## src/design/itsc_pkg.sv

```systemverilog
// ----------------------------------------------------------------------------
// itsc_pkg
// Shared types and constants of the IP traffic statistics counter.
// ----------------------------------------------------------------------------
`default_nettype none

package itsc_pkg;

  localparam int LENGTH_BINS_DEF  = 21;
  localparam int COUNTER_BITS_DEF = 32;
  localparam int QUEUE_DEPTH      = 2;

  localparam int SCALAR_COUNT = 20;
  localparam int BIN_WIDTH    = 20;

  // length / 20 == (length >> 2) / 5, and x / 5 == (x * 52429) >> 18
  localparam int          LEN_DIV_SHIFT = 18;
  localparam logic [16:0] LEN_DIV_MUL   = 17'd52429;

  localparam logic [7:0] PROTO_ICMP = 8'd1;
  localparam logic [7:0] PROTO_IGMP = 8'd2;
  localparam logic [7:0] PROTO_TCP  = 8'd6;
  localparam logic [7:0] PROTO_UDP  = 8'd17;

  localparam int CFG_IDX_W  = 1;
  localparam int CFG_DATA_W = 32;
  localparam logic [CFG_IDX_W-1:0] CFG_LOCAL_ADDR = 1'd0;
  localparam logic [CFG_IDX_W-1:0] CFG_OUT_MODE   = 1'd1;

  localparam int SC_PKT_ALL    = 0;
  localparam int SC_PKT_TCP    = 1;
  localparam int SC_PKT_UDP    = 2;
  localparam int SC_PKT_ICMP   = 3;
  localparam int SC_PKT_IGMP   = 4;
  localparam int SC_BYTES_ALL  = 5;
  localparam int SC_BYTES_TCP  = 6;
  localparam int SC_BYTES_UDP  = 7;
  localparam int SC_BYTES_ICMP = 8;
  localparam int SC_BYTES_IGMP = 9;
  localparam int SC_FRAGS      = 10;
  localparam int SC_FRAG_IP    = 11;
  localparam int SC_FRAG_TCP   = 12;
  localparam int SC_FRAG_UDP   = 13;
  localparam int SC_FLAG_URG   = 14;

  typedef enum logic [2:0] {
    RD_SCALAR,
    RD_HIST_ALL,
    RD_HIST_TCP,
    RD_HIST_UDP,
    RD_BAD
  } rd_sel_e;

  typedef enum logic {
    ST_IDLE,
    ST_LOOK
  } back_state_e;

  typedef struct packed {
    logic        is_read;
    logic        counted;
    logic        is_tcp;
    logic        is_udp;
    logic        is_icmp;
    logic        is_igmp;
    logic        mf;
    logic [15:0] ident;
    logic [5:0]  flags;
    logic [15:0] len;
    rd_sel_e     rd_sel;
    logic [4:0]  rd_scalar;
  } item_t;

endpackage

`default_nettype wire

```

## src/design/itsc_queue.sv

```systemverilog
// ----------------------------------------------------------------------------
// itsc_queue
// Short register FIFO between the classifier and the update engine.
// ----------------------------------------------------------------------------
`default_nettype none

module itsc_queue #(
  parameter int WIDTH = 8,
  parameter int DEPTH = itsc_pkg::QUEUE_DEPTH
) (
  input  wire logic             clk_i,
  input  wire logic             rst_ni,
  input  wire logic             push_i,
  input  wire logic [WIDTH-1:0] data_i,
  output logic                  full_o,
  input  wire logic             pop_i,
  output logic                  valid_o,
  output logic      [WIDTH-1:0] data_o
);

  localparam int PTR_W = (DEPTH > 1) ? $clog2(DEPTH) : 1;
  localparam int CNT_W = $clog2(DEPTH + 1);

  logic [WIDTH-1:0] slot_q [DEPTH];
  logic [PTR_W-1:0] wptr_q, rptr_q;
  logic [CNT_W-1:0] count_q;

  assign full_o  = (count_q == CNT_W'(DEPTH));
  assign valid_o = (count_q != '0);
  assign data_o  = slot_q[rptr_q];

  always_ff @(posedge clk_i or negedge rst_ni) begin
    if (!rst_ni) begin
      wptr_q  <= '0;
      rptr_q  <= '0;
      count_q <= '0;
    end else begin
      if (push_i) begin
        wptr_q <= (wptr_q == PTR_W'(DEPTH - 1)) ? '0 : wptr_q + PTR_W'(1);
      end
      if (pop_i) begin
        rptr_q <= (rptr_q == PTR_W'(DEPTH - 1)) ? '0 : rptr_q + PTR_W'(1);
      end
      if (push_i && !pop_i) begin
        count_q <= count_q + CNT_W'(1);
      end else if (pop_i && !push_i) begin
        count_q <= count_q - CNT_W'(1);
      end
    end
  end

  always_ff @(posedge clk_i) begin
    if (push_i) begin
      slot_q[wptr_q] <= data_i;
    end
  end

endmodule

`default_nettype wire

```

## config.mk

```make
export PLATFORM = sky130hd
export DESIGN_NAME = itsc_queue
export DESIGN_NICKNAME = d
export VERILOG_FILES = /design/src/design/itsc_pkg.sv /design/src/design/itsc_queue.sv
export SDC_FILE = /design/constraint.sdc
export NUM_CORES = 1
export LEC_CHECK = 0
export ABC_CLOCK_PERIOD_IN_PS = 1600
export BUFFER_PORTS_ARGS = -buffer_cell sky130_fd_sc_hd__buf_2
export CAP_MARGIN = 10
export CORE_MARGIN = 2
export CORE_UTILIZATION = 48
export DETAILED_ROUTE_END_ITERATION = 10
export GPL_TIMING_DRIVEN = 0
export PLACE_DENSITY = 0.84
export SLEW_MARGIN = 20
export SYNTH_ARGS = -nofsm -noshare
export SYNTH_HDL_FRONTEND = slang
export SYNTH_SLANG_ARGS = --single-unit
```

## constraint.sdc

```tcl
create_clock -name clk_i -period 1.6 [get_ports clk_i]
set_input_delay 0.08 -clock clk_i [delete_from_list [all_inputs] [get_ports clk_i]]
set_output_delay 0.08 -clock clk_i [all_outputs]
set_load 0.02 [all_outputs]
```

* Word-level counts from Yosys, hierarchy flattened
Memories as Yosys holds them, arrays and structs flattened.
Cells that the tools add are included.
Widths: inputs -> output; s select.
** Operators by class
- $add $sub $neg :: 4
- Eq/ne operators :: 1
- Muxes and demuxes :: 6
- Reductions and logical operators :: 6
** Operator list (count)
- $mux 1 :: 4
- $mux 2 :: 2
- $reduce_bool 2->1 :: 2
- $add 1x1->1 const B :: 2
- $add 2x1->2 const B :: 1
- $eq 2x2->1 const B :: 1
- $logic_and 1x1->1 :: 2
- $logic_not 1->1 :: 2
- $sub 2x1->2 const B :: 1
** Storage, ports and cells
- Register bits :: 4
- RAM bits :: 16
- Bits of input ports :: 12
- Output and inout port bits :: 10
- Logic and storage cells :: 21
- Memories kept :: 1
** Memories
- slot_q :: depth 2, bits a word 8, read ports 1, clocked after Yosys merged registers in 0, write ports 1, RTL line itsc_queue.sv:24 : logic [WIDTH-1:0] slot_q [DEPTH];

* Depth between registers and ports, before layout
Gate-level depths: netlist (run 1).
- Depth after elaboration :: 4
- Depth in mapped cells :: 5
- Depth with buffers taken out :: 5

* Worst setup path after synthesis (run 1)
OpenSTA, ideal clock, no wires.
- Path type :: register to register
- From :: register wptr_q
- To :: memory slot_q[0][0] (enable)
- Arrival time :: 0.789 ns
- Setup slack :: 0.438 ns
- Stages on the path, launching flop included :: 2
- Path buffers :: 0
- Period minus slack after synthesis :: 1.162 ns
- Cell sequence :: dfrtp_1 -> nor2b_1
** RTL lines
- from (decl) :: RTL line itsc_queue.sv:25 : logic [PTR_W-1:0] wptr_q, rptr_q;
- from (signal assigned) :: RTL line itsc_queue.sv:39 : wptr_q <= (wptr_q == PTR_W'(DEPTH - 1)) ? '0 : wptr_q + PTR_W'(1);
- to (decl) :: RTL line itsc_queue.sv:24
No word-level cell before the write port.

* Final worst setup path (run 1)
- From :: input push_i
- To :: memory slot_q[0][4] (enable)
** On the way
- Word-level cells in the longest chain between the ends :: 2
** RTL lines
- from (decl) :: RTL line itsc_queue.sv:13 : input wire logic push_i,
- $mux 1 :: RTL line itsc_queue.sv:53 : if (push_i) begin
- $mux 1 (implied by the code) :: RTL line itsc_queue.sv:54 : slot_q[wptr_q] <= data_i;
Every way passes these cells.

==> run_results.csv, run 1 <==
group,metric,value,unit
outcome,status,"finished, final reports clean",
power,clkPwrFrac,0.145,
global_routing,antenna_found_initial,0,
logic_synthesis,syn_nets,54,
floorplanning,io_pins,22,
route,met3_length,70,um
worst_setup_path,r2r-end,"slot_q[0][4]$_DFFE_PP_",
hold_path,min_path_type,"input pin to asynchronous set/reset pin",
sta,min_period,1.407,ns
clocking,clk_path_buf_depth,2,
logic_synthesis,synth_cell_types,13,
clocking,path_clk_slew,0.10,ns
route,routedWlPerCell,13.40,um
finish,num-fill-cells,116,
sta,rsz0062_at_grt,"no",
route,topRoutingLayerUsed,"met4",
worst_setup_path,r2r_start,"wptr_q$_DFFE_PN0P_",
logic_synthesis,syn-instance-count,41,
worst_setup_path,ff2ff_path_depth,1,
logic_synthesis,synth_area_per_cell,18.86,um2
global_routing,grt_pass1_vias,445,
route,vias,446,
sta,max_freq,710.8,MHz
placed_design,dp_hpwl,849,um
route,first_iter_violations,2,
floorplanning,row_count,14,
power,p_int,1082,uW
logic_synthesis,synth_seq_area_share,0.7508,
sta,period_share,0.8793,
logic_synthesis,yosys_warnings,0,
clocking,root_buffer,"clkbuf_4",
floorplanning,die-area,1948,um2
power,ir_drop,0.8245,mV
job,drv_cap,0,
sta,hold_ws,0.1363,ns
worst_setup_path,worstSetupStartpoint,"push_i",
placed_design,portBuffers,21,
sta,finalSetupViolCount,0,
power,pwr-share-comb,0.376,
global_routing,grt_overflow,0,
route,wirelength,1246,um
worst_setup_path,crit_path_end,"slot_q[0][4]$_DFFE_PP_",
placed_design,gp_routability_congestion,0.6772,
worst_setup_path,cp-end-kind,"flip-flop",
route,met2_length,638,um
floorplanning,fp.dieW,44.14,um
route,routed_via_density,4.796,
clocking,postCtsHoldBufs,11,
global_routing,grtUsageTotal,0.1399,
route,firstDrtPassIters,3,
floorplanning,start_util,0.5133,
sta,finClkSkew,0.004092,ns
sta,finalMaxSlewViolations,0,
logic_synthesis,synth_area,773.2,um2
power,power_density,1550,nW/um2
finish,drive_gt1_frac,0.4545,
finish,diodes,0,
floorplanning,die_y,44.14,um
logic_synthesis,synth_top_area_cell,"edfxtp_1",
worst_setup_path,cp_max_fo,8,
power,p_seq_frac,0.479,
clocking,cts_tree,"built",
sta,worstMarginPinSlew,0.7322,ns
global_routing,grt_max_degree,12,
clocking,cts_buffers,3,
finish,fin_util,0.6869,
finish,layout_commonest_cell,"buf_2",
clocking,postCtsSetupBuffers,0,
worst_setup_path,cp_data_arrival_time,1.34,ns
logic_synthesis,ys_seq_elements,20,
finish,layout_common_cells,"buf_2, edfxtp_1, dlygate4sd3_1",
worst_setup_path,worstSetupPathType,"input pin to flip-flop",
clocking,clk_latency,0.29,ns
route,drc,0,
finish,area_delta_synth_final,33.82,%
sta,fin_tns_setup,0,ns
finish,final_nets,91,
logic_synthesis,ys_top_cells_by_area,"edfxtp_1, dfrtp_1, mux2_2",
power,swShare,0.3253,
global_routing,grt_pass1_wl,1752,um
floorplanning,core_area,1506,um2
power,switchingPower,521.8,uW
clocking,ctsHtreeMaxLevel,1,
worst_setup_path,critPathLaunchType,"input pin",
worst_setup_path,reg2reg_slack,0.24,ns
logic_synthesis,synth.top_cell.area_share,0.6214,
clocking,cts_resized,0,
clocking,cts_sinks,20,
route,drtAntennaViolNets,0,
worst_setup_path,cp.required,1.53,ns
sta,relSlewSlack,0.5108,
power,p_leak,0.0004261,uW
sta,hold_violations,0,
route,m1WireLength,499,um
==> state kept, by name, indices dropped and copies added, names as in the netlist <==
| name | count |
|---|---|
| count_q | 2 |
| rptr_q | 1 |
| slot_q | 16 |
| wptr_q | 1 |
==> how the worst min path moves through the flow <==
stage,start,endpoint,slack (ns),cells past startpoint
after floorplan,rst_ni,count_q[0]$_DFFE_PN0P_,-0.22,0
after global placement,rst_ni,count_q[0]$_DFFE_PN0P_,-0.11,1
after detailed placement,rst_ni,count_q[1]$_DFFE_PN0P_,-0.11,1
after CTS,rst_ni,rptr_q$_DFFE_PN0P_,0.1,2
after global routing,rst_ni,rptr_q$_DFFE_PN0P_,0.14,2
final,rst_ni,rptr_q$_DFFE_PN0P_,0.14,2
==> layer usage <==
metal	up-vias	GRT usage
met5	-	0
met4	0	0.1091
met3	5	0.04898
met2	14	0.2529
met1	205	0.1226
li1	222	-
==> worst max-delay path: stages <==
cell and delay (ns):
dlygate4sd3_1 0.52, buf_2 0.14, nor2b_1 0.60
==> cells by family after synthesis <==
group,count (synthesis),synth area share
AND/OR/NAND/NOR,5,0.04047
adder cells (fa/ha/maj),1,0.01618
buffers and inverters,2,0.01941
XOR/XNOR,5,0.05663
flip-flops,20,0.7508
multiplexers,8,0.1165
==> stage by stage <==
step                      cells  instance area, um2  worst slack, ns  total power (uW)
after global routing         93                1035           0.1174              1690
after CTS                    93                1035           0.1662              1632
after floorplan              41               773.2           0.4383              1197
final                        93                1035           0.1931              1604
after detailed placement     78               898.4           0.2174              1378
after global placement       78               898.4           0.2542              1348
==> cell usage after synthesis <==
cell type,n
and2_1,1
and2b_2,1
buf_6,1
dfrtp_1,4
edfxtp_1,16
ha_1,1
inv_1,1
mux2_2,8
nor2_1,1
nor2b_1,1
or2_2,1
xnor2_1,1
xor2_1,4
==> power groups by stage <==
stage | Clock [uW] | Sequential (uW) | Combinational, uW
floorplan | 0 | 762 | 435
global placement | 0 | 770 | 578
detailed placement | 0 | 782 | 596
CTS | 243 | 771 | 618
global route | 262 | 782 | 645
finish | 232 | 769 | 603
==> cell type report <==
class	instances	area [um2]	share of cell area
Buffer	1	11.26	0.01088
Clock buffer	4	26.28	0.02539
Inverter	1	3.754	0.003628
Multi-Input combinational cell	19	177.7	0.1717
Sequential cell	20	580.6	0.5611
Tap cell	16	20.02	0.01935
Timing Repair Buffer	32	215.2	0.2080
No activity file was read; power rests on OpenSTA's default activity.
==> inputs of run 2 (changes only) <==
- CELL_PAD_IN_SITES_DETAIL_PLACEMENT: default -> 0
- CELL_PAD_IN_SITES_GLOBAL_PLACEMENT: default -> 2
- CORE_UTILIZATION: 48 -> 34
- CTS_BUF_LIST: default -> sky130_fd_sc_hd__clkbuf_16
- PLACE_DENSITY: 0.84 -> 0.83
==> run_results.csv, run 2 (synthesis results as in run 1) <==
group,metric,value,unit
outcome,status,"finished, final reports clean",
clocking,clk_latency,0.25,ns
route,routedWlPerCell,11.67,um
power,power_density,1843,nW/um2
clocking,path_clk_slew,0.05,ns
sta,finalSetupViolCount,0,
finish,area_delta_synth_final,29.61,%
finish,largest_register_ff_count,16,
placed_design,portBuffers,21,
worst_setup_path,r2r_start,"wptr_q$_DFFE_PN0P_",
sta,relSlewSlack,0.5024,
global_routing,use_met2,0.1667,
route,drc,0,
placed_design,placed_cell_area,913.4,um2
worst_setup_path,cp_data_arrival_time,1.25,ns
worst_setup_path,cp.required,1.48,ns
global_routing,grt_pass1_vias,430,
worst_setup_path,reg2reg_slack,0.23,ns
global_routing,grtUsageTotal,0.1046,
worst_setup_path,ff2ff_path_depth,1,
clocking,cts_sinks,20,
route,drtAntennaViolNets,0,
clocking,cts_tree,"built",
job,drv_cap,0,
worst_setup_path,worstSetupPathType,"flip-flop to flip-flop",
route,first_iter_violations,3,
worst_setup_path,path_depth,1,
finish,multi_input_area,177.7,um2
route,routed_via_density,4.411,
finish,biggestRegsByFlops,"slot_q x16, count_q x2",
floorplanning,row_count,17,
route,wirelength,1109,um
sta,period_share,0.8572,
placed_design,dp_hpwl,781.8,um
sta,finClkSkew,0.002170,ns
clocking,clk_path_buf_depth,2,
worst_setup_path,crit_chain,"nor2b_1",
floorplanning,die_y,51.69,um
finish,largest_register,"slot_q",
clocking,cts_buffers,3,
finish,layout_commonest_cell,"buf_2",
sta,max_freq,729.1,MHz
finish,drive_gt1_frac,0.5224,
finish,design_area,1002,um2
worst_setup_path,cpPeakStageDelay,0.60,ns
worst_setup_path,cp-end-kind,"flip-flop",
global_routing,grt_pass1_wl,1869,um
finish,final_nets,81,
clocking,root_buffer,"clkbuf_16",
worst_setup_path,r2r-end,"slot_q[0][1]$_DFFE_PP_",
worst_setup_path,cp_max_fo,8,
clocking,postCtsSetupBuffers,0,
worst_setup_path,critPathBufInv,0,
power,power,1847,uW
floorplanning,core_area,2191,um2
global_routing,grt_max_degree,12,
global_routing,antenna_found_initial,0,
floorplanning,start_util,0.3529,
sta,finalMaxSlewViolations,0,
finish,diodes,0,
finish,layout_common_cells,"buf_2, edfxtp_1, mux2_2",
clocking,ctsHtreeMaxLevel,1,
finish,num-fill-cells,198,
sta,fin_tns_setup,0,ns
floorplanning,die-area,2672,um2
worst_setup_path,cpMaxStageDelayCell,"nor2b_1",
worst_setup_path,critPathLaunchType,"flip-flop",
global_routing,grtUsageMet3,0.02299,
global_routing,grt_overflow,0,
route,vias,419,
worst_setup_path,cp_top_family,"simple AND/OR/NAND/NOR gates",
finish,fin_util,0.4575,
global_routing,globalRouteMet1Util,0.1115,
worst_setup_path,crit_path_end,"slot_q[0][1]$_DFFE_PP_",
sta,rsz0062_at_grt,"no",
sta,hold_violations,0,
worst_setup_path,worstSetupStartpoint,"wptr_q$_DFFE_PN0P_",
floorplanning,fp.dieW,51.69,um
power,p_leak,0.0004079,uW
finish,regArea,580.6,um2
hold_path,min_path_type,"input pin to flip-flop",
route,firstDrtPassIters,2,
power,ir_drop,0.8696,mV
floorplanning,io_pins,22,
sta,min_period,1.372,ns
sta,worstMarginPinSlew,0.7449,ns
placed_design,gp_routability_congestion,0.6160,
global_routing,top_usage_layer,"met2",
run 2: worst min-delay path by stage:
stage | from | to | slack [ns] | cells after the start
2_1_floorplan | rst_ni | count_q[0]$_DFFE_PN0P_ | -0.22 | 0
3_3_place_gp | rst_ni | count_q[1]$_DFFE_PN0P_ | -0.11 | 1
3_5_place_dp | rst_ni | count_q[1]$_DFFE_PN0P_ | -0.11 | 1
4_1_cts | data_i[4] | slot_q[1][4]$_DFFE_PP_ | 0.02 | 1
5_1_grt | data_i[4] | slot_q[1][4]$_DFFE_PP_ | 0.02 | 1
6_report | data_i[4] | slot_q[1][4]$_DFFE_PP_ | 0.02 | 1
run 2: through the flow:
step           hold WS, ns  setup slack [ns]  instances
2_1_floorplan      -0.2156            0.4383         41
3_3_place_gp       -0.1086            0.2578         90
3_5_place_dp       -0.1083            0.2515         90
4_1_cts            0.01797            0.2353         95
5_1_grt            0.01988            0.1515         95
6_report           0.02104            0.2285         95
run 2: layer usage:
layer / routed length (um) / vias up
met5: 0 / -
met4: 44 / 0
met2: 489 / 18
li1: - / 200
met3: 90 / 4
met1: 483 / 197
run 2: where the power goes:
part	internal [uW]	switching, uW	leakage (uW)
registers	710	57.9	0.000197
clock network	332	163	0.0000385
logic	261	322	0.000173
run 2: what timing repair did:
action | 4_1_cts | 5_1_grt
hold endpoints to repair | 4 | 0
resized for setup | 0 | 0
hold buffers | 1 | 0
run 2: layout make-up:
class,instances,share of cell area
clock buffer,3,0.07491
tap,28,0.03496
sequential,20,0.5793
buffer,1,0.01124
timing repair buffer,22,0.1149
clock inverter,1,0.003745
inverter,1,0.003745
multi-input combinational,19,0.1773
