===== src/design/itsc_pkg.sv =====
// ----------------------------------------------------------------------------
// itsc_pkg
// Shared types and constants of the IP traffic statistics counter.
// ----------------------------------------------------------------------------
`default_nettype none

package itsc_pkg;

  localparam int LENGTH_BINS_DEF  = 21;
  localparam int COUNTER_BITS_DEF = 32;
  localparam int QUEUE_DEPTH      = 2;

  localparam int SCALAR_COUNT = 20;
  localparam int BIN_WIDTH    = 20;

  // length / 20 == (length >> 2) / 5, and x / 5 == (x * 52429) >> 18
  localparam int          LEN_DIV_SHIFT = 18;
  localparam logic [16:0] LEN_DIV_MUL   = 17'd52429;

  localparam logic [7:0] PROTO_ICMP = 8'd1;
  localparam logic [7:0] PROTO_IGMP = 8'd2;
  localparam logic [7:0] PROTO_TCP  = 8'd6;
  localparam logic [7:0] PROTO_UDP  = 8'd17;

  localparam int CFG_IDX_W  = 1;
  localparam int CFG_DATA_W = 32;
  localparam logic [CFG_IDX_W-1:0] CFG_LOCAL_ADDR = 1'd0;
  localparam logic [CFG_IDX_W-1:0] CFG_OUT_MODE   = 1'd1;

  localparam int SC_PKT_ALL    = 0;
  localparam int SC_PKT_TCP    = 1;
  localparam int SC_PKT_UDP    = 2;
  localparam int SC_PKT_ICMP   = 3;
  localparam int SC_PKT_IGMP   = 4;
  localparam int SC_BYTES_ALL  = 5;
  localparam int SC_BYTES_TCP  = 6;
  localparam int SC_BYTES_UDP  = 7;
  localparam int SC_BYTES_ICMP = 8;
  localparam int SC_BYTES_IGMP = 9;
  localparam int SC_FRAGS      = 10;
  localparam int SC_FRAG_IP    = 11;
  localparam int SC_FRAG_TCP   = 12;
  localparam int SC_FRAG_UDP   = 13;
  localparam int SC_FLAG_URG   = 14;

  typedef enum logic [2:0] {
    RD_SCALAR,
    RD_HIST_ALL,
    RD_HIST_TCP,
    RD_HIST_UDP,
    RD_BAD
  } rd_sel_e;

  typedef enum logic {
    ST_IDLE,
    ST_LOOK
  } back_state_e;

  typedef struct packed {
    logic        is_read;
    logic        counted;
    logic        is_tcp;
    logic        is_udp;
    logic        is_icmp;
    logic        is_igmp;
    logic        mf;
    logic [15:0] ident;
    logic [5:0]  flags;
    logic [15:0] len;
    rd_sel_e     rd_sel;
    logic [4:0]  rd_scalar;
  } item_t;

endpackage

`default_nettype wire


===== src/design/itsc_out_if.sv =====
// ----------------------------------------------------------------------------
// itsc_out_if
// Output channel: counter read result.
// ----------------------------------------------------------------------------
`default_nettype none

interface itsc_out_if;
  logic        valid;
  logic        ready;
  logic [31:0] read_data;
  logic        bad_index;

  modport source (output valid, read_data, bad_index, input ready);
  modport sink (input valid, read_data, bad_index, output ready);
endinterface

`default_nettype wire


===== src/design/itsc_ram.sv =====
// ----------------------------------------------------------------------------
// itsc_ram
// Generic single-write, single-read RAM with registered read data.
// ----------------------------------------------------------------------------
`default_nettype none

module itsc_ram #(
  parameter int WIDTH = itsc_pkg::COUNTER_BITS_DEF,
  parameter int DEPTH = itsc_pkg::LENGTH_BINS_DEF
) (
  input  wire logic                     clk_i,
  input  wire logic                     we_i,
  input  wire logic [$clog2(DEPTH)-1:0] waddr_i,
  input  wire logic [WIDTH-1:0]         wdata_i,
  input  wire logic [$clog2(DEPTH)-1:0] raddr_i,
  output logic      [WIDTH-1:0]         rdata_o
);

  logic [WIDTH-1:0] mem_q [DEPTH];
  logic [WIDTH-1:0] rdata_q;

  always_ff @(posedge clk_i) begin
    if (we_i) begin
      mem_q[waddr_i] <= wdata_i;
    end
    rdata_q <= mem_q[raddr_i];
  end

  assign rdata_o = rdata_q;

endmodule

`default_nettype wire


===== src/design/itsc_back.sv =====
// ----------------------------------------------------------------------------
// itsc_back
// Update engine: counters, fragment tracking, histogram RMW and read results.
// ----------------------------------------------------------------------------
`default_nettype none

module itsc_back #(
  parameter int LENGTH_BINS  = itsc_pkg::LENGTH_BINS_DEF,
  parameter int COUNTER_BITS = itsc_pkg::COUNTER_BITS_DEF
) (
  input  wire logic                              clk_i,
  input  wire logic                              rst_ni,
  input  wire logic                              q_valid_i,
  input  wire itsc_pkg::item_t                   q_item_i,
  input  wire logic [$clog2(LENGTH_BINS)-1:0]    q_bin_i,
  output logic                                   q_pop_o,
  itsc_out_if.source                             out_if
);

  localparam int BIN_W = $clog2(LENGTH_BINS);
  localparam int CB    = COUNTER_BITS;
  localparam int SUM_W = COUNTER_BITS + 1;
  localparam int NSC   = itsc_pkg::SCALAR_COUNT;

  function automatic logic [CB-1:0] sat_add(input logic [CB-1:0] a, input logic [15:0] b);
    logic [SUM_W-1:0] s;
    s = {1'b0, a} + SUM_W'(b);
    return s[CB] ? '1 : s[CB-1:0];
  endfunction

  itsc_pkg::back_state_e state_q, state_d;
  itsc_pkg::item_t       item_q;
  logic [BIN_W-1:0]      bin_q;

  logic [CB-1:0] cnt_q [NSC];
  logic [CB-1:0] cnt_d [NSC];
  logic [NSC-1:0] inc;
  logic          frag_open_q, frag_open_d;
  logic [15:0]   frag_ident_q, frag_ident_d;

  logic [LENGTH_BINS-1:0] v_all_q, v_tcp_q, v_udp_q;

  logic          out_valid_q;
  logic [31:0]   out_data_q;
  logic          out_bad_q;
  logic          out_free;

  logic          upd, load_out;
  logic [BIN_W-1:0] raddr;
  logic [CB-1:0] rd_all, rd_tcp, rd_udp;
  logic [CB-1:0] base_all, base_tcp, base_udp;
  logic [CB-1:0] rd_val;
  logic          we_all, we_tcp, we_udp;

  assign out_free = !out_valid_q || out_if.ready;

  // next state
  always_comb begin
    state_d = state_q;
    case (state_q)
      itsc_pkg::ST_IDLE: if (q_valid_i) state_d = itsc_pkg::ST_LOOK;
      itsc_pkg::ST_LOOK: if (!item_q.is_read || out_free) state_d = itsc_pkg::ST_IDLE;
      default: state_d = itsc_pkg::ST_IDLE;
    endcase
  end

  // outputs
  always_comb begin
    q_pop_o  = 1'b0;
    upd      = 1'b0;
    load_out = 1'b0;
    case (state_q)
      itsc_pkg::ST_IDLE: q_pop_o = q_valid_i;
      itsc_pkg::ST_LOOK: begin
        upd      = !item_q.is_read && item_q.counted;
        load_out = item_q.is_read && out_free;
      end
      default: ;
    endcase
  end

  assign raddr = (state_q == itsc_pkg::ST_IDLE) ? q_bin_i : bin_q;

  itsc_ram #(.WIDTH(CB), .DEPTH(LENGTH_BINS)) u_hist_all (
    .clk_i, .we_i(we_all), .waddr_i(bin_q), .wdata_i(sat_add(base_all, 16'd1)),
    .raddr_i(raddr), .rdata_o(rd_all)
  );
  itsc_ram #(.WIDTH(CB), .DEPTH(LENGTH_BINS)) u_hist_tcp (
    .clk_i, .we_i(we_tcp), .waddr_i(bin_q), .wdata_i(sat_add(base_tcp, 16'd1)),
    .raddr_i(raddr), .rdata_o(rd_tcp)
  );
  itsc_ram #(.WIDTH(CB), .DEPTH(LENGTH_BINS)) u_hist_udp (
    .clk_i, .we_i(we_udp), .waddr_i(bin_q), .wdata_i(sat_add(base_udp, 16'd1)),
    .raddr_i(raddr), .rdata_o(rd_udp)
  );

  // entries never written read as zero
  assign base_all = v_all_q[bin_q] ? rd_all : '0;
  assign base_tcp = v_tcp_q[bin_q] ? rd_tcp : '0;
  assign base_udp = v_udp_q[bin_q] ? rd_udp : '0;

  assign we_all = upd;
  assign we_tcp = upd && item_q.is_tcp;
  assign we_udp = upd && item_q.is_udp;

  always_comb begin
    inc          = '0;
    frag_open_d  = frag_open_q;
    frag_ident_d = frag_ident_q;
    if (upd) begin
      inc[itsc_pkg::SC_PKT_ALL]   = 1'b1;
      inc[itsc_pkg::SC_BYTES_ALL] = 1'b1;
      if (item_q.is_tcp) begin
        inc[itsc_pkg::SC_PKT_TCP]   = 1'b1;
        inc[itsc_pkg::SC_BYTES_TCP] = 1'b1;
      end else if (item_q.is_udp) begin
        inc[itsc_pkg::SC_PKT_UDP]   = 1'b1;
        inc[itsc_pkg::SC_BYTES_UDP] = 1'b1;
      end else if (item_q.is_icmp) begin
        inc[itsc_pkg::SC_PKT_ICMP]   = 1'b1;
        inc[itsc_pkg::SC_BYTES_ICMP] = 1'b1;
      end else if (item_q.is_igmp) begin
        inc[itsc_pkg::SC_PKT_IGMP]   = 1'b1;
        inc[itsc_pkg::SC_BYTES_IGMP] = 1'b1;
      end
      if (item_q.mf) begin
        inc[itsc_pkg::SC_FRAGS] = 1'b1;
        if (!frag_open_q) begin
          inc[itsc_pkg::SC_FRAG_IP]  = 1'b1;
          inc[itsc_pkg::SC_FRAG_TCP] = item_q.is_tcp;
          inc[itsc_pkg::SC_FRAG_UDP] = item_q.is_udp;
          frag_open_d  = 1'b1;
          frag_ident_d = item_q.ident;
        end
      end else if (frag_open_q && (frag_ident_q == item_q.ident)) begin
        inc[itsc_pkg::SC_FRAGS] = 1'b1;
        frag_open_d = 1'b0;
      end
      if (item_q.is_tcp) begin
        for (int b = 0; b < 6; b++) begin
          inc[itsc_pkg::SC_FLAG_URG + b] = item_q.flags[5 - b];
        end
      end
    end
  end

  always_comb begin
    for (int i = 0; i < NSC; i++) begin
      if (!inc[i]) begin
        cnt_d[i] = cnt_q[i];
      end else if (i >= itsc_pkg::SC_BYTES_ALL && i <= itsc_pkg::SC_BYTES_IGMP) begin
        cnt_d[i] = sat_add(cnt_q[i], item_q.len);
      end else begin
        cnt_d[i] = sat_add(cnt_q[i], 16'd1);
      end
    end
  end

  always_comb begin
    case (item_q.rd_sel)
      itsc_pkg::RD_SCALAR:   rd_val = cnt_q[item_q.rd_scalar];
      itsc_pkg::RD_HIST_ALL: rd_val = base_all;
      itsc_pkg::RD_HIST_TCP: rd_val = base_tcp;
      itsc_pkg::RD_HIST_UDP: rd_val = base_udp;
      default:               rd_val = '0;
    endcase
  end

  always_ff @(posedge clk_i or negedge rst_ni) begin
    if (!rst_ni) begin
      state_q      <= itsc_pkg::ST_IDLE;
      frag_open_q  <= 1'b0;
      frag_ident_q <= '0;
      v_all_q      <= '0;
      v_tcp_q      <= '0;
      v_udp_q      <= '0;
      out_valid_q  <= 1'b0;
      for (int i = 0; i < NSC; i++) begin
        cnt_q[i] <= '0;
      end
    end else begin
      state_q      <= state_d;
      frag_open_q  <= frag_open_d;
      frag_ident_q <= frag_ident_d;
      cnt_q        <= cnt_d;
      if (we_all) v_all_q[bin_q] <= 1'b1;
      if (we_tcp) v_tcp_q[bin_q] <= 1'b1;
      if (we_udp) v_udp_q[bin_q] <= 1'b1;
      if (load_out) begin
        out_valid_q <= 1'b1;
      end else if (out_if.ready) begin
        out_valid_q <= 1'b0;
      end
    end
  end

  always_ff @(posedge clk_i) begin
    if (q_pop_o) begin
      item_q <= q_item_i;
      bin_q  <= q_bin_i;
    end
    if (load_out) begin
      out_data_q <= 32'(rd_val);
      out_bad_q  <= (item_q.rd_sel == itsc_pkg::RD_BAD);
    end
  end

  assign out_if.valid     = out_valid_q;
  assign out_if.read_data = out_data_q;
  assign out_if.bad_index = out_bad_q;

`ifndef ASSERT_OFF
  a_pop_to_look: assert property (@(posedge clk_i) disable iff (!rst_ni)
    q_pop_o |=> state_q == itsc_pkg::ST_LOOK)
    else $error("pop did not start lookup");

  a_load_read_only: assert property (@(posedge clk_i) disable iff (!rst_ni)
    load_out |-> item_q.is_read && !we_all && !we_tcp && !we_udp)
    else $error("result loaded for a packet item");

  a_series_open_mf: assert property (@(posedge clk_i) disable iff (!rst_ni)
    $rose(frag_open_q) |-> $past(item_q.mf) && $past(upd))
    else $error("fragment series opened without more-fragments");

  a_bad_zero: assert property (@(posedge clk_i) disable iff (!rst_ni)
    load_out && item_q.rd_sel == itsc_pkg::RD_BAD |=> out_data_q == '0 && out_bad_q)
    else $error("bad index result not zero");

  a_no_pop_busy: assert property (@(posedge clk_i) disable iff (!rst_ni)
    state_q == itsc_pkg::ST_LOOK && item_q.is_read && !out_free |=> !q_pop_o)
    else $error("new item taken while result stalled");
`endif

endmodule

`default_nettype wire


===== src/flat_wrapper.sv =====
// flat-port wrapper written by rule: the top's interface ports become plain ports
module itsc_back_flat 
#(
  parameter int LENGTH_BINS  = itsc_pkg::LENGTH_BINS_DEF,
  parameter int COUNTER_BITS = itsc_pkg::COUNTER_BITS_DEF
)
  (clk_i, rst_ni, q_valid_i, q_item_i, q_bin_i, q_pop_o, out_if_valid, out_if_read_data, out_if_bad_index, out_if_ready);
  itsc_out_if out_if_i ();
  input  wire logic clk_i;
  input  wire logic rst_ni;
  input  wire logic q_valid_i;
  input  wire itsc_pkg::item_t q_item_i;
  input  wire logic [$clog2(LENGTH_BINS)-1:0] q_bin_i;
  output logic q_pop_o;
  output wire logic [$bits(out_if_i.valid)-1:0] out_if_valid;
  output wire logic [$bits(out_if_i.read_data)-1:0] out_if_read_data;
  output wire logic [$bits(out_if_i.bad_index)-1:0] out_if_bad_index;
  input wire logic [$bits(out_if_i.ready)-1:0] out_if_ready;
  assign out_if_valid = out_if_i.valid;
  assign out_if_read_data = out_if_i.read_data;
  assign out_if_bad_index = out_if_i.bad_index;
  assign out_if_i.ready = out_if_ready;
  itsc_back #(.LENGTH_BINS(LENGTH_BINS), .COUNTER_BITS(COUNTER_BITS)) u_core (.clk_i(clk_i), .rst_ni(rst_ni), .q_valid_i(q_valid_i), .q_item_i(q_item_i), .q_bin_i(q_bin_i), .q_pop_o(q_pop_o), .out_if(out_if_i));
endmodule

===== config.mk =====
export PLATFORM = sky130hd
export DESIGN_NAME = itsc_back_flat
export DESIGN_NICKNAME = d
export VERILOG_FILES = /design/src/design/itsc_pkg.sv /design/src/design/itsc_out_if.sv /design/src/design/itsc_ram.sv /design/src/design/itsc_back.sv /design/src/flat_wrapper.sv
export SDC_FILE = /design/constraint.sdc
export NUM_CORES = 2
export LEC_CHECK = 0
export BUFFER_PORTS_ARGS = -buffer_cell sky130_fd_sc_hd__clkbuf_2
export CORE_MARGIN = 8
export CORE_UTILIZATION = 45
export DETAILED_ROUTE_END_ITERATION = 10
export GPL_ROUTABILITY_DRIVEN = 0
export PLACE_DENSITY = 0.57
export SETUP_SLACK_MARGIN = 0.1
export SLEW_MARGIN = 20
export SYNTH_ARGS = -nofsm -noshare
export SYNTH_HDL_FRONTEND = slang
export SYNTH_HIERARCHICAL = 1
export SYNTH_SLANG_ARGS = --single-unit

===== constraint.sdc =====
create_clock -name clk_i -period 6.4 [get_ports clk_i]
set_input_delay 1.28 -clock clk_i [delete_from_list [all_inputs] [get_ports clk_i]]
set_output_delay 1.28 -clock clk_i [all_outputs]
set_load 0.1 [all_outputs]

After elaboration in Yosys (flattened, before gate mapping)
Memories as Yosys holds them, arrays and structs flattened. A register that Yosys moved wholly into a read port is not among the register bits.
Cells that the tools add are included.
{ "word_totals": {"regBits": 813, "ram_bits": 2016, "inputBits": 62, "out_inout_bits": 35, "elab_cells": 165, "mem_count": 3} }
{ "mem_list": {"columns": ["name", "words", "width", "rd", "rd_ports_with_merged_regs", "write_ports", "line_no", "source"], "rows": [
  ["u_core.u_hist_all.mem_q", 21, 32, 1, 1, 1, "itsc_ram.sv:19", "logic [WIDTH-1:0] mem_q [DEPTH];"],
  ["u_core.u_hist_tcp.mem_q", 21, 32, 1, 1, 1, "itsc_ram.sv:19", null],
  ["u_core.u_hist_udp.mem_q", 21, 32, 1, 1, 1, "itsc_ram.sv:19", null]
]} }
{ "op_classes": {"add_sub_neg": 23, "magnitude_cmp": 3, "eq_ne": 5, "n_mux": 68, "n_bitwise": 6, "n_reduce_logical": 15} }
{ "ops": {"columns": ["op", "n"], "rows": [
  ["$mux 32", 28],
  ["$add 32x1->33 const B", 18],
  ["$add 32x16->33", 5],
  ["$bmux 32 s5", 1],
  ["$pmux 32 s4", 1],
  ["$or 21x21->21", 3],
  ["$mux 1", 26],
  ["$mux 20", 1],
  ["$eq 16x16->1", 1],
  ["$bmux 1 s5", 3],
  ["$mux 3", 3],
  ["$eq 3x2->1 const B", 2],
  ["$ge 6x6->1 const B", 1],
  ["$logic_and 1x1->1", 6],
  ["$lt 5x6->1 const B", 1],
  ["$mux 6", 1],
  ["$not 5->6", 1],
  ["$demux 1 s5", 1],
  ["$ge 5x1->1 const B", 1],
  ["$mux 5", 1],
  ["$reduce_bool 2->1", 2],
  ["$eq 3x1->1 const B", 1],
  ["$eq 3x3->1 const B", 1],
  ["$logic_not 3->1", 1],
  ["other kinds (7)", 10]
]} }

Logic depth before layout (Yosys ltp)
{ "logic_depth": {"depth_word": 6, "mapped_depth": 17, "mapped_depth_nobuf": 13} }

Hierarchy
The synthesis kept the hierarchy.
{ "by_module_without_submodules": {"columns": ["module", "instances", "cells_each", "area_per_inst_um2", "seq_area_each_um2"], "rows": [
  ["itsc_ram (u_core.u_hist_tcp ...)", 2, 1436, 26726.9, 20820.0],
  ["itsc_back", 1, 4908, 48556.6, 20799.9],
  ["itsc_ram (u_core.u_hist_all)", 1, 1436, 26724.4, 20820.0]
]} }

Worst setup path after synthesis
OpenSTA, ideal clock, no wires.
{ "synth_timing": {"path_kind": "input to output", "startpoint": "in q_valid_i", "endpoint": "out q_pop_o", "t_arrival_ns": 5.114, "setup_slack_ns": 0.006, "stages": 1, "n_path_buf": 0, "path_cell_list": "nor2b_1"} }
{ "synth_via": {"elab_chain_len": 1} }
{ "synth_rtl": {"columns": ["element", "line_no", "source"], "rows": [
  ["from (decl)", "flat_wrapper.sv:11", "input wire logic q_valid_i;"],
  ["$mux 1", "itsc_back.sv:72", "case (state_q)"],
  ["to (decl)", "flat_wrapper.sv:14", "output logic q_pop_o;"]
]} }
No other way between the ends.

Final worst setup path
{ "layout_timing": {"startpoint": "reg u_core.bin_q[3]", "endpoint": "mem u_core/u_hist_udp/mem_q[1][1] (netlist name) (data pin)"} }
{ "layout_via": {"elab_chain_len": 5} }
{ "layout_rtl": {"columns": ["element", "line_no", "source"], "rows": [
  ["from (decl)", "itsc_back.sv:33", "logic [BIN_W-1:0] bin_q;"],
  ["from (signal assigned)", "itsc_back.sv:200", "bin_q <= q_bin_i;"],
  ["$bmux 1 s5", "itsc_back.sv:100", "assign base_udp = v_udp_q[bin_q] ? rd_udp : '0;"],
  ["$mux 1 (not written as such)", "itsc_back.sv:100", null],
  ["$mux 32", "itsc_back.sv:100", null],
  ["$add 32x1->33", "itsc_back.sv:27", "s = {1'b0, a} + SUM_W'(b);"],
  ["$mux 32", "itsc_back.sv:28", "return s[CB] ? '1 : s[CB-1:0];"],
  ["to (decl)", "itsc_ram.sv:19", null]
]} }
No other way between the ends. The select of a mux whose other input is x is not followed.

==> results.md <==
- The run finished with clean final reports.
- Clock tree synthesis found a total of 2925 sinks.
- The number of global-route vias before repair is around 80000.
- Timing would allow up to 169.3 MHz.
- Setup repair after global routing left no endpoint under its margin.
- The fraction of the cycle the final worst path needs is between 90% and 100%.
- Each instance of the synthesized netlist takes up on average roughly 14 um2.
- CTS built an H-tree with a depth of 5.
- The number of storage elements in the synthesis netlist is just under 3000.
- The number of antenna violations at the first check in global routing was 13.
- The overall global routing resource usage is between 20% and 30%.
- In this run the deepest clock path goes through 4 buffers.
- The routed layout has around 81000 vias.
- The largest net degree at the start of global routing is roughly 170.
- The count of pins over their slew limit is 0.
- Buffers placed on the I/O ports in this run total 96.
- The area of placed instances is ~130000 um2.
- Cells with a size suffix above 1 make up 14.26% of the layout.
- The class of the most critical hold timing path is input port to async pin.
- The count of cell types in the netlist is between 90 and 100.
- For this run, asynchronously set or reset flops after synthesis account for 24.68%.
- The final number of hold-violating endpoints came to 0.
- In this run, synthesis inferred around 2100 flip-flops with an integrated enable.
- Setup violations remaining at the end of the flow were counted as 0.
- Across the run, the number of max-cap violations was 0.
- Across all register-to-register paths, the minimum setup slack is about 0.49 ns.
- After clock tree synthesis, the setup repair step added 0 buffers.
- The detailed placer's ending HPWL is roughly 240000 um.
- The effective utilization at floorplan is between 40% and 50%.
- TritonCTS built the clock tree.
- After detailed routing, the number of vias per cell comes to between 6 and 7.
- The I/O pin count is 97.
- The total overflow reported by the global router is 0.
- The critical path required time is ~7.0 ns.
- The endpoint of the worst register-to-register path is u_core/u_hist_udp/mem_q[1][1]$_DFFE_PP_.
- The final instance area is approximately 140000 um2.
- The detailed-routing iteration count for the pre-antenna-repair pass is 10.
- For the final database, setup skew stands at between 0.06 and 0.07 ns.
- The biggest fanout along the worst timing path is 26.
- In this run the horizontal extent of the chip is about 550 um.
- The setup TNS is 0 ns.
- The floorplan step defined a die boundary enclosing ~300000 um2.
- The type of element launching the critical path is a flip-flop.
- CTS placed an instance of sky130_fd_sc_hd__clkbuf_16 at the clock tree root.
- Sequential cells were found to cover between 60 and 70% of the synthesized design area.
- In this run the standard cell core region covers about 280000 um2.
- The top cell types in the final layout, fill and taps aside, are sky130_fd_sc_hd__edfxtp_1, sky130_fd_sc_hd__nand2_1, sky130_fd_sc_hd__mux2i_1.
- Data on the critical path arrives at its endpoint at roughly 6.5 ns.
- Cells fill about half of the core in the end.
- The number of nets in the synthesized netlist is around 9400.
- The number of core rows is 196.
- The post-route non-filler standard cell count is 13410.
- The worst path in the final design needs a cycle of slightly below 6 ns, including I/O delays and setup.
- The area growth from synthesis to final layout is 12.46%.
- The later pin in the worst-skew pair is clocked with a latency of roughly 0.92 ns.
- The number of DRC markers in iteration 0 is 8334.
- The clock-pin slew reported for the worst setup and hold paths after clock tree synthesis is around 0.060 ns.
- At the end of the flow, the number of nets in the layout was 9546.
- The total of cells resized after clock tree synthesis is 0.
- The worst register-to-register path begins at u_core/bin_q[3]$_DFFE_PP_.
- The count of nets left with antenna violations once routing finished came out at 0.
- The synthesized netlist occupies a cell area of 128700 um2.
- The number of CTS-inserted buffers is roughly 320.
- The routed wire length is 383500 um.
- The most frequent standard cell in the layout excluding fill and tap cells is sky130_fd_sc_hd__edfxtp_1.
- The wire length of the first global-routing pass is 554300 um.
- The critical path in this run is classified as flip-flop to flip-flop.
- The power density over the cells is a little over 300 nW/um2.
- Among all flip-flop cells after synthesis, the most frequent one is sky130_fd_sc_hd__edfxtp_1.
- The worst setup path is captured at a flip-flop.
- After detailed routing, the number of remaining DRC violations is 0.
- The total placed cells including tap cells is around 13000.
- Synthesis handed over a netlist of between 9000 and 10000 instances.
- The die is 550.9 um tall.
- In this run the tightest slew margin relative to its limit is 19.77%.
- The worst-case IR drop observed on VDD is between 0.2 and 0.25 mV.
- The worst-margin pin slew is approximately 1.2 ns.
- The total power is between 40 and 50 mW.
- The cell count of the worst reg-to-reg path is 12.
- Hold repair after CTS inserted 0 buffers.
- The total of warnings raised by yosys is 6.
- The average detailed-routed wire length per instance is ~29 um.
- Summed over all cells, the static leakage comes to 54.17 nW.
-- synthesized netlist by cell type (all sizes together), types with 14 or more instances --
library cell | instances | area share [%]
nor2b | 43 | 0.21
nor3 | 103 | 0.43
clkbuf | 269 | 0.78
mux2 | 156 | 1.4
mux2i | 832 | 6.5
o21ai | 217 | 0.84
a31oi | 97 | 0.47
buf | 184 | 0.91
dfrtp | 722 | 14
nor3b | 17 | 0.099
nor4 | 46 | 0.30
a22oi | 293 | 1.7
and3 | 145 | 0.70
nand4 | 134 | 0.65
nand2 | 971 | 2.8
edfxtp | 2107 | 49
and2 | 59 | 0.29
a21oi | 293 | 1.1
a2111oi | 18 | 0.12
nor2 | 393 | 1.1
nand3b | 19 | 0.12
a211oi | 14 | 0.082
o211ai | 17 | 0.099
ha | 98 | 0.95
mux4 | 274 | 4.8
a21o | 90 | 0.52
or2 | 19 | 0.092
nand2b | 20 | 0.097
xnor2 | 194 | 1.3
and4 | 71 | 0.48
o21a | 21 | 0.12
nand3 | 572 | 2.2
xor2 | 293 | 2.0
a222oi | 29 | 0.23
inv | 71 | 0.21
dfxtp | 96 | 1.5
o22a | 40 | 0.27
or3 | 42 | 0.21
-- power by group --
part / total [mW] / switching [mW] / leakage [nW] / internal (mW)
sequential: 21.9 / 0.982 / 28.9 / 20.9
clock: 17.8 / 7.62 / 4.90 / 10.2
combinational: 5.33 / 3.24 / 20.4 / 2.08
-- per-layer routing --
metal | vias to the layer above | wire (um) | GRT usage, %
li1 | 35550 | - | -
met1 | 42020 | 166200 | 35.00
met2 | 3002 | 175300 | 38.81
met3 | 577 | 26420 | 3.822
met4 | 2 | 15610 | 8.973
met5 | - | 11 | 0
-- area by class of cell --
type                            instances  area [um2]
Clock inverter                        134        1311
Tap cell                             3762        4707
Antenna cell                            7       17.52
Timing Repair Buffer                  301        2461
Multi-Input combinational cell       5767       44010
Sequential cell                      2925       83260
Fill cell                           24120      140200
Inverter                               71       266.5
Clock buffer                          446        8741
-- cells by family (layout without fill, tap and decap cells) --
family          after synthesis  in the layout  synth area share [%]
compound gates             1220           1220                 6.210
xor+xnor                    487            487                 3.313
fa+ha+maj                   103            103                 1.030
buf+inv                     524            952                 1.899
flops                      2925           2925                 64.68
mux                        1262           1262                 12.66
other cells                   0              7                     0
simple gates               2695           2695                 10.22
-- worst max path at each step --
stage,start,to,cells after the start
2_1_floorplan,u_core/item_q[52]$_DFFE_PP_,u_core/u_hist_tcp/mem_q[16][0]$_DFFE_PP_,9
5_1_grt,u_core/bin_q[3]$_DFFE_PP_,u_core/u_hist_udp/mem_q[7][1]$_DFFE_PP_,12
6_report,u_core/bin_q[3]$_DFFE_PP_,u_core/u_hist_udp/mem_q[1][1]$_DFFE_PP_,12
3_3_place_gp,u_core/bin_q[3]$_DFFE_PP_,u_core/u_hist_udp/mem_q[18][21]$_DFFE_PP_,11
4_1_cts,u_core/bin_q[3]$_DFFE_PP_,u_core/u_hist_udp/mem_q[17][13]$_DFFE_PP_,12
3_5_place_dp,u_core/bin_q[3]$_DFFE_PP_,u_core/u_hist_udp/mem_q[17][13]$_DFFE_PP_,12
-- critical path, cell delays in order (launching register included) --
cell and delay, ns:
sky130_fd_sc_hd__edfxtp_1 0.73, sky130_fd_sc_hd__nor3b_2 0.68, sky130_fd_sc_hd__a22oi_1 0.20, sky130_fd_sc_hd__and4_1 0.56
sky130_fd_sc_hd__nor2b_1 0.32, sky130_fd_sc_hd__ha_1 0.27, sky130_fd_sc_hd__and3_1 0.32, sky130_fd_sc_hd__and3_1 0.32
sky130_fd_sc_hd__nand2_1 0.23, sky130_fd_sc_hd__nor2_1 0.19, sky130_fd_sc_hd__nand4b_1 0.76, sky130_fd_sc_hd__buf_6 0.46
sky130_fd_sc_hd__nand2b_1 0.52
-- metrics by stage --
step                hold WS, ns  worst slack [ns]
floorplan                0.4196             1.219
global placement         0.4287            0.1651
detailed placement       0.4383            0.6111
CTS                      0.3392            0.5902
global route             0.3666            0.3334
finish                   0.3724            0.4933
-- sequential cells by signal, indices dropped and copies added, names as in the netlist, 5 cells and up --
name / cells
u_core/frag_ident_q: 16
u_core/u_hist_tcp/mem_q: 672
u_core/v_udp_q: 21
u_core/v_all_q: 21
u_core/item_q: 53
u_core/v_tcp_q: 21
u_core/u_hist_udp/rdata_o: 32
u_core/u_hist_tcp/rdata_o: 32
u_core/u_hist_all/mem_q: 672
u_core/u_hist_udp/mem_q: 672
u_core/bin_q: 5
u_core/u_hist_all/rdata_o: 32
u_core/cnt_q: 640
u_core/out_if.read_data: 32
Power figures use the tool's default switching activity.
